<file path="config.mk">
export PLATFORM = sky130hd
export DESIGN_NAME = murmur64a_hash
export DESIGN_NICKNAME = d
export VERILOG_FILES = /design/src/sv/mm64a_pkg.sv /design/src/sv/mm64a_mul.sv /design/src/sv/mm64a_dp.sv /design/src/sv/mm64a_ctrl.sv /design/src/sv/murmur64a_hash.sv
export SDC_FILE = /design/constraint.sdc
export NUM_CORES = 2
export LEC_CHECK = 0
export ABC_AREA = 1
export BUFFER_PORTS_ARGS = -buffer_cell sky130_fd_sc_hd__buf_2
export CAP_MARGIN = 20
export CORE_MARGIN = 2
export CORE_UTILIZATION = 60
export CTS_CLUSTER_DIAMETER = 80
export DETAILED_ROUTE_END_ITERATION = 10
export PLACE_DENSITY = 0.84
export SLEW_MARGIN = 20
export SYNTH_ARGS = -nofsm -noshare
export SYNTH_HDL_FRONTEND = slang
export SYNTH_HIERARCHICAL = 1
export SYNTH_SLANG_ARGS = --single-unit
</file>
<file path="constraint.sdc">
create_clock -name clk -period 9.8 [get_ports clk]
set_input_delay 0 -clock clk [delete_from_list [all_inputs] [get_ports clk]]
set_output_delay 0 -clock clk [all_outputs]
set_load 0.02 [all_outputs]
</file>
<file path="src/sv/mm64a_pkg.sv">
`timescale 1ns / 1ps
// Shared types and constants for the MurmurHash64A block.
// Used by the multiplier, datapath, controller and top level; depends on nothing.
package mm64a_pkg;

    localparam logic [63:0] MUL_CONST      = 64'hc6a4a7935bd1e995;
    localparam int          MIX_SHIFT      = 47;
    localparam logic [3:0]  BYTES_PER_WORD = 4'd8;
    localparam logic [31:0] SEED_RESET     = 32'd19820125;

    // Operand picked for the shared multiplier.
    typedef enum logic [2:0] {
        SRC_LEN,
        SRC_WORD,
        SRC_K,
        SRC_H,
        SRC_HFIN
    } mul_src_t;

    // Update applied to the running hash.
    typedef enum logic [2:0] {
        H_HOLD,
        H_INIT,
        H_XORP,
        H_TAIL,
        H_PROD,
        H_FIN
    } h_op_t;

    typedef struct packed {
        logic     in_load;
        logic     mul_start;
        mul_src_t mul_src;
        logic     k_load;
        h_op_t    h_op;
        logic     out_load;
    } dp_cmd_t;

    typedef struct packed {
        logic mul_done;
        logic nb_full;
        logic nb_zero;
        logic last;
    } dp_status_t;

endpackage

</file>
<file path="src/sv/mm64a_mul.sv">
`timescale 1ns / 1ps
// Iterative 64-bit multiplier by the hash constant, low 64 bits of the product.
// Uses one 32x32 multiplier over the steps ST_LL, ST_LH and ST_HL; depends on mm64a_pkg.
module mm64a_mul (
    input  logic        clk,
    input  logic        rst_n,
    input  logic        start,
    input  logic [63:0] operand,
    output logic        done,
    output logic [63:0] product
);
    import mm64a_pkg::*;

    typedef enum logic [3:0] {
        ST_IDLE = 4'b0001,
        ST_LL   = 4'b0010,
        ST_LH   = 4'b0100,
        ST_HL   = 4'b1000
    } mul_step_t;

    mul_step_t   step_reg, step_next;
    logic        done_reg, done_next;
    logic [63:0] a_reg, a_next;
    logic [63:0] acc_reg, acc_next;
    logic [31:0] mx, my;
    logic [63:0] pp;

    // Partial products: aL*cL, then the two cross terms shifted up by 32.
    // The high-by-high term falls entirely above bit 63.
    always_comb
    begin
        mx = a_reg[31:0];
        my = MUL_CONST[31:0];
        unique case (step_reg)
            ST_LH:
            begin
                my = MUL_CONST[63:32];
            end
            ST_HL:
            begin
                mx = a_reg[63:32];
            end
            default:
            begin
                mx = a_reg[31:0];
            end
        endcase
    end

    assign pp = 64'(mx) * 64'(my);

    always_comb
    begin
        step_next = step_reg;
        done_next = 1'b0;
        a_next    = a_reg;
        acc_next  = acc_reg;
        unique case (step_reg)
            ST_IDLE:
            begin
                if (start)
                begin
                    a_next    = operand;
                    step_next = ST_LL;
                end
            end
            ST_LL:
            begin
                acc_next  = pp;
                step_next = ST_LH;
            end
            ST_LH:
            begin
                acc_next  = acc_reg + {pp[31:0], 32'h0};
                step_next = ST_HL;
            end
            ST_HL:
            begin
                acc_next  = acc_reg + {pp[31:0], 32'h0};
                done_next = 1'b1;
                step_next = ST_IDLE;
            end
            default:
            begin
                step_next = ST_IDLE;
            end
        endcase
    end

    always_ff @(posedge clk or negedge rst_n)
    begin
        if (!rst_n)
        begin
            step_reg <= ST_IDLE;
            done_reg <= 1'b0;
        end
        else
        begin
            step_reg <= step_next;
            done_reg <= done_next;
        end
    end

    always_ff @(posedge clk)
    begin
        a_reg   <= a_next;
        acc_reg <= acc_next;
    end

    assign done    = done_reg;
    assign product = acc_reg;

endmodule

</file>
<file path="src/sv/mm64a_dp.sv">
`timescale 1ns / 1ps
// Datapath: input capture, running hash, mixing word and result register.
// Driven by mm64a_ctrl commands; instantiates mm64a_mul, depends on mm64a_pkg.
module mm64a_dp (
    input  logic                  clk,
    input  logic                  rst_n,
    input  mm64a_pkg::dp_cmd_t    cmd,
    output mm64a_pkg::dp_status_t status,
    input  logic [31:0]           seed,
    input  logic [63:0]           data_word,
    input  logic [3:0]            bytes_valid,
    input  logic                  last_word,
    input  logic [30:0]           message_length,
    output logic [63:0]           hash_value
);
    import mm64a_pkg::*;

    logic [63:0] word_reg;
    logic [3:0]  nb_reg;
    logic        last_reg;
    logic [30:0] len_reg;
    logic [63:0] h_reg, h_next;
    logic [63:0] k_reg;
    logic [63:0] hash_reg;
    logic [63:0] tail_mask;
    logic [63:0] mul_operand;
    logic [63:0] mul_product;
    logic        mul_done;

    mm64a_mul u_mul (
        .clk     (clk),
        .rst_n   (rst_n),
        .start   (cmd.mul_start),
        .operand (mul_operand),
        .done    (mul_done),
        .product (mul_product)
    );

    always_comb
    begin
        for (int i = 0; i < 8; i++)
        begin
            tail_mask[8*i +: 8] = {8{4'(i) < nb_reg}};
        end
    end

    always_comb
    begin
        case (cmd.mul_src)
            SRC_LEN:  mul_operand = {33'd0, len_reg};
            SRC_WORD: mul_operand = word_reg;
            SRC_K:    mul_operand = k_reg;
            SRC_H:    mul_operand = h_reg;
            SRC_HFIN: mul_operand = h_reg ^ (h_reg >> MIX_SHIFT);
            default:  mul_operand = h_reg;
        endcase
    end

    always_comb
    begin
        case (cmd.h_op)
            H_INIT:  h_next = {32'd0, seed} ^ mul_product;
            H_XORP:  h_next = h_reg ^ mul_product;
            H_TAIL:  h_next = h_reg ^ (word_reg & tail_mask);
            H_PROD:  h_next = mul_product;
            H_FIN:   h_next = mul_product ^ (mul_product >> MIX_SHIFT);
            default: h_next = h_reg;
        endcase
    end

    always_ff @(posedge clk)
    begin
        if (cmd.in_load)
        begin
            word_reg <= data_word;
            // Counts above eight mean a full word.
            nb_reg   <= bytes_valid[3] ? BYTES_PER_WORD : bytes_valid;
            last_reg <= last_word;
            len_reg  <= message_length;
        end
        if (cmd.k_load)
        begin
            k_reg <= mul_product ^ (mul_product >> MIX_SHIFT);
        end
        if (cmd.out_load)
        begin
            hash_reg <= h_reg;
        end
        h_reg <= h_next;
    end

    assign status.mul_done = mul_done;
    assign status.nb_full  = nb_reg[3];
    assign status.nb_zero  = (nb_reg == 4'd0);
    assign status.last     = last_reg;
    assign hash_value      = hash_reg;

endmodule

</file>
<file path="src/sv/mm64a_ctrl.sv">
`timescale 1ns / 1ps
// Controller: sequences the multiplies for one item and owns the handshakes.
// Talks to mm64a_dp through command and status structs; depends on mm64a_pkg.
module mm64a_ctrl (
    input  logic                  clk,
    input  logic                  rst_n,
    input  logic                  in_valid,
    output logic                  in_stall,
    output logic                  out_valid,
    input  logic                  out_stall,
    output mm64a_pkg::dp_cmd_t    cmd,
    input  mm64a_pkg::dp_status_t status
);
    import mm64a_pkg::*;

    typedef enum logic [13:0] {
        S_IDLE    = 14'b00000000000001,
        S_DISP    = 14'b00000000000010,
        S_INIT_GO = 14'b00000000000100,
        S_INIT_WT = 14'b00000000001000,
        S_K1_GO   = 14'b00000000010000,
        S_K1_WT   = 14'b00000000100000,
        S_K2_GO   = 14'b00000001000000,
        S_K2_WT   = 14'b00000010000000,
        S_TAIL    = 14'b00000100000000,
        S_HM_GO   = 14'b00001000000000,
        S_HM_WT   = 14'b00010000000000,
        S_F_GO    = 14'b00100000000000,
        S_F_WT    = 14'b01000000000000,
        S_OUT     = 14'b10000000000000
    } state_t;

    state_t state_reg, state_next;
    logic   in_msg_reg, in_msg_next;
    logic   out_valid_reg, out_valid_next;

    always_comb
    begin
        state_next     = state_reg;
        in_msg_next    = in_msg_reg;
        out_valid_next = out_valid_reg && out_stall;
        cmd            = '0;
        cmd.mul_src    = SRC_H;
        cmd.h_op       = H_HOLD;
        unique case (state_reg)
            S_IDLE:
            begin
                if (in_valid)
                begin
                    cmd.in_load = 1'b1;
                    state_next  = in_msg_reg ? S_DISP : S_INIT_GO;
                end
            end
            S_DISP:
            begin
                if (status.nb_full)
                begin
                    state_next = S_K1_GO;
                end
                else if (!status.nb_zero)
                begin
                    state_next = S_TAIL;
                end
                else if (status.last)
                begin
                    state_next = S_F_GO;
                end
                else
                begin
                    // An empty word that is not last leaves the hash alone.
                    in_msg_next = 1'b1;
                    state_next  = S_IDLE;
                end
            end
            S_INIT_GO:
            begin
                cmd.mul_start = 1'b1;
                cmd.mul_src   = SRC_LEN;
                state_next    = S_INIT_WT;
            end
            S_INIT_WT:
            begin
                if (status.mul_done)
                begin
                    cmd.h_op   = H_INIT;
                    state_next = S_DISP;
                end
            end
            S_K1_GO:
            begin
                cmd.mul_start = 1'b1;
                cmd.mul_src   = SRC_WORD;
                state_next    = S_K1_WT;
            end
            S_K1_WT:
            begin
                if (status.mul_done)
                begin
                    cmd.k_load = 1'b1;
                    state_next = S_K2_GO;
                end
            end
            S_K2_GO:
            begin
                cmd.mul_start = 1'b1;
                cmd.mul_src   = SRC_K;
                state_next    = S_K2_WT;
            end
            S_K2_WT:
            begin
                if (status.mul_done)
                begin
                    cmd.h_op   = H_XORP;
                    state_next = S_HM_GO;
                end
            end
            S_TAIL:
            begin
                cmd.h_op   = H_TAIL;
                state_next = S_HM_GO;
            end
            S_HM_GO:
            begin
                cmd.mul_start = 1'b1;
                cmd.mul_src   = SRC_H;
                state_next    = S_HM_WT;
            end
            S_HM_WT:
            begin
                if (status.mul_done)
                begin
                    cmd.h_op = H_PROD;
                    if (status.last)
                    begin
                        state_next = S_F_GO;
                    end
                    else
                    begin
                        in_msg_next = 1'b1;
                        state_next  = S_IDLE;
                    end
                end
            end
            S_F_GO:
            begin
                cmd.mul_start = 1'b1;
                cmd.mul_src   = SRC_HFIN;
                state_next    = S_F_WT;
            end
            S_F_WT:
            begin
                if (status.mul_done)
                begin
                    cmd.h_op   = H_FIN;
                    state_next = S_OUT;
                end
            end
            S_OUT:
            begin
                // Wait until the result register is empty or being taken.
                if (!out_valid_reg || !out_stall)
                begin
                    cmd.out_load   = 1'b1;
                    out_valid_next = 1'b1;
                    in_msg_next    = 1'b0;
                    state_next     = S_IDLE;
                end
            end
            default:
            begin
                state_next = S_IDLE;
            end
        endcase
    end

    always_ff @(posedge clk or negedge rst_n)
    begin
        if (!rst_n)
        begin
            state_reg     <= S_IDLE;
            in_msg_reg    <= 1'b0;
            out_valid_reg <= 1'b0;
        end
        else
        begin
            state_reg     <= state_next;
            in_msg_reg    <= in_msg_next;
            out_valid_reg <= out_valid_next;
        end
    end

    assign in_stall  = (state_reg != S_IDLE);
    assign out_valid = out_valid_reg;

endmodule

</file>
<file path="src/sv/murmur64a_hash.sv">
`timescale 1ns / 1ps
// MurmurHash64A over a stream of 64-bit little-endian message words.
// Input channel (in_valid/in_stall): data_word, bytes_valid, last_word and
// message_length; message_length is used only on the first item of a message.
// Output channel (out_valid/out_stall): hash_value, one item per message,
// given when the last word has been taken in.
// Every 64-bit multiply runs on one shared 32x32 multiplier in three steps.
// A full word costs three multiplies, a partial word one, the first word of a
// message one more, and the finish one more. in_stall is high while an item is
// being worked on.
// The result sits in an output register; a stalled receiver holds it, the next
// message keeps going, and only its own finish waits for the register to free.
// Reset clears the controller, drops out_valid and sets seed to 19820125.
// The seed register is read and written over the APB port at address 0.
module murmur64a_hash (
    input  logic        clk,
    input  logic        rst_n,
    input  logic        psel,
    input  logic        penable,
    input  logic        pwrite,
    input  logic [2:0]  paddr,
    input  logic [31:0] pwdata,
    output logic [31:0] prdata,
    output logic        pready,
    input  logic        in_valid,
    output logic        in_stall,
    input  logic [63:0] data_word,
    input  logic [3:0]  bytes_valid,
    input  logic        last_word,
    input  logic [30:0] message_length,
    output logic        out_valid,
    input  logic        out_stall,
    output logic [63:0] hash_value
);
    import mm64a_pkg::*;

    localparam logic REG_SEED = 1'b0;

    logic [31:0] seed_reg, seed_next;
    dp_cmd_t     cmd;
    dp_status_t  status;
    logic        seed_wr;

    assign pready  = 1'b1;
    assign seed_wr = psel && penable && pwrite && (paddr[2] == REG_SEED);

    always_comb
    begin
        seed_next = seed_wr ? pwdata : seed_reg;
    end

    always_ff @(posedge clk or negedge rst_n)
    begin
        if (!rst_n)
        begin
            seed_reg <= SEED_RESET;
        end
        else
        begin
            seed_reg <= seed_next;
        end
    end

    assign prdata = (paddr[2] == REG_SEED) ? seed_reg : 32'd0;

    mm64a_ctrl u_ctrl (
        .clk       (clk),
        .rst_n     (rst_n),
        .in_valid  (in_valid),
        .in_stall  (in_stall),
        .out_valid (out_valid),
        .out_stall (out_stall),
        .cmd       (cmd),
        .status    (status)
    );

    mm64a_dp u_dp (
        .clk            (clk),
        .rst_n          (rst_n),
        .cmd            (cmd),
        .status         (status),
        .seed           (seed_reg),
        .data_word      (data_word),
        .bytes_valid    (bytes_valid),
        .last_word      (last_word),
        .message_length (message_length),
        .hash_value     (hash_value)
    );

endmodule
</file>
==> metrics.txt <==
status finished clean; worst hold start data_word[10]; endpoints failing hold 0; RD Place Congestion 1.08; top_reg_cell synth edfxtp_1; Area Overhead vs Synth 12.7%; largest net degree at the start of global routing 73; top cells by count, synth nand2_1 (1195), inv_1 (1112), fa_1 (607); post-route cell area 0.0553 mm2; Total Routing Usage GR 41.0%; Fillers 5969; clk buf depth 3; Final Max Slew Viols 0; setup TNS 0 ns; Final period util 97.6%; worst-margin pin slew 1.13 ns; min cycle time layout 9.56 ns; Post-synth EDFFs 420; Placed Area 0.0520 mm2; Final Util 68.5%; Final Setup Violations 0; WL/cell 24.4 um; Final nets 7110; initial antenna violation count 6; most repeated cell in the gate-level netlist after synthesis nand2_1; top cell type's share of synthesized area 25.7%; multi-input gate area in the final layout 0.0303 mm2; clk_lat worst skew 0.64 ns; CTS Buf Count 49; yosys warns 6; Async SR Flop Fraction 11.2%; Distinct cells, synth 52; starting DRC count in detailed routing 5241; hold depth 2; hold path endpoint u_dp/word_reg[10]; element type at the critical path end flop; Worst Path Required 10.16 ns; DRC violations left 0; Max Fclk 0.105 GHz; R2R Setup Slk 0.24 ns; Syn Inst Count 5472; CP max stage cell inv_2; GRT overflow 0; drt first pass iters 9; type of origin of the critical path flop; Root Buffer clkbuf_16; antenna-violating nets left 0; core area 0.0808 mm2; critical path's largest stage delay 0.57 ns; register area share after synthesis 28.4%; I/O Buffers 237; Starting Density 60.7%; layout cells sized above 1 10.8%; die outline width 290 um; Die ar. 0.0841 mm2; CTS tree done; clk sinks 473; Crit Path Max Fanout 24; Max-Cap Viols 0; Syn Area/Cell 8.97 um2; WP data arrival 9.92 ns; register bit total from synthesis 473; FF-to-FF path depth 39; dpl hpwl 133000 um; RR Startpoint u_dp/u_mul/step_reg[0]; vias per cell 5.93; clk slew on worst S/H paths 0.07 ns; area leader, netlist edfxtp_1; Die H 290 um; I/O pin total 241; final WL 171000 um; synth top area cells edfxtp_1 (26%), fa_1 (25%), ha_1 (11%); worst hold path class primary input to flop; first-pass GRT wire length 258000 um; Worst Slack Setup Final 0.239 ns; RR Endpoint u_dp/u_mul/product[55]; Setup Skew 0.0640 ns; row count 104; Max-slew headroom 24.5%; critical path class flop to flop; mapped cell area 0.0491 mm2; vias after detailed routing 41600; RSZ-0062 raised after global routing yes; vias in the first global route 42700; CTS H-Tree Depth 2; dpl ws 0.269 ns; Top cell by count, worst path nand2_1; Sequential Area 0.0140 mm2
[cells by family (layout without fill, tap and decap cells)]
family                   Yosys count  count (layout)  share of synthesized area, %
flip-flops                       473             473                          28.4
adder cells (fa/ha/maj)         1044            1044                          35.9
other                              3               9                        0.0229
XOR/XNOR                          84              84                          1.50
AND/OR/NAND/NOR                 2171            2171                          19.1
AO/OA/AOI/OAI                    408             408                          4.85
buffers and inverters           1289            1777                          10.2
[metal layers]
metal  routed length, um  GRT usage [%]  share of wire (%)  vias up
li1                    -              -                  -    18000
met1               58100           49.6                 34    19700
met2               78400           66.1                 46     3131
met3               20000           9.52                 12      815
met4               14800           27.1                8.6        4
met5                  25              0              0.015        -
[per-stage QoR]
step / cells / hold WS, ns
floorplan: 5475 / -0.296
global placement: 6765 / 0.177
detailed placement: 6765 / 0.178
CTS: 7022 / 0.0729
global route: 7026 / 0.0891
finish: 7026 / 0.0768
[worst max path at each step]
stage,end,startpoint,slack (ns)
3_3_place_gp,u_dp/u_mul/product[61],u_dp/u_mul/step_reg[1],0.17
5_1_grt,u_dp/u_mul/product[61],u_dp/u_mul/step_reg[0],-0.06
2_1_floorplan,u_dp/u_mul/product[63],u_dp/u_mul/step_reg[0],1.02
6_report,u_dp/u_mul/product[55],u_dp/u_mul/step_reg[0],0.24
3_5_place_dp,u_dp/u_mul/product[61],u_dp/u_mul/step_reg[0],0.27
4_1_cts,u_dp/u_mul/product[61],u_dp/u_mul/step_reg[0],0.17
[cell usage in the layout, fill, tap and decap left out, drive strengths merged, types with 8 or more instances in the layout]
cell,instances
fa,607
nand2,1201
clkinv,16
o21ai,151
nand3b,78
nand4,15
dlygate4sd3,167
a21o,14
ha,437
o21bai,14
nor2,450
dfstp,17
o211ai,11
clkbuf,69
o221ai,8
edfxtp,420
a22oi,8
or2,45
buf,356
inv,1166
nor3,30
a21oi,178
xor2,56
dfrtp,36
xnor2,28
nand3,348
[final cells by class]
| type | count | share of cell area, % |
|---|---|---|
| Clock inverter | 21 | 0.378 |
| Timing Repair Buffer | 523 | 6.87 |
| Tap cell | 1060 | 2.40 |
| Multi-Input combinational cell | 3713 | 54.8 |
| Inverter | 1164 | 7.91 |
| Antenna cell | 3 | 0.0136 |
| Sequential cell | 473 | 25.2 |
| Clock buffer | 69 | 2.44 |
[critical path: cells and delay by family, from the launching register on]
family / cells / cell delay, ns
fa+ha+maj: 10 / 3.75
simple gates: 17 / 2.40
buf+inv: 8 / 1.46
compound gates: 3 / 0.58
flops: 1 / 0.56
xor+xnor: 1 / 0.55
[timing repair]
action                                  4_1_cts  5_1_grt
hold buffers                                167        0
resized for setup                             0       29
endpoints found under the hold margin       184        0
setup buffers                                 0        1
endpoints found under the setup margin        0       13
Power is not shown: default switching activity piles up to over one toggle a cycle in this logic, so the estimate is an artifact.
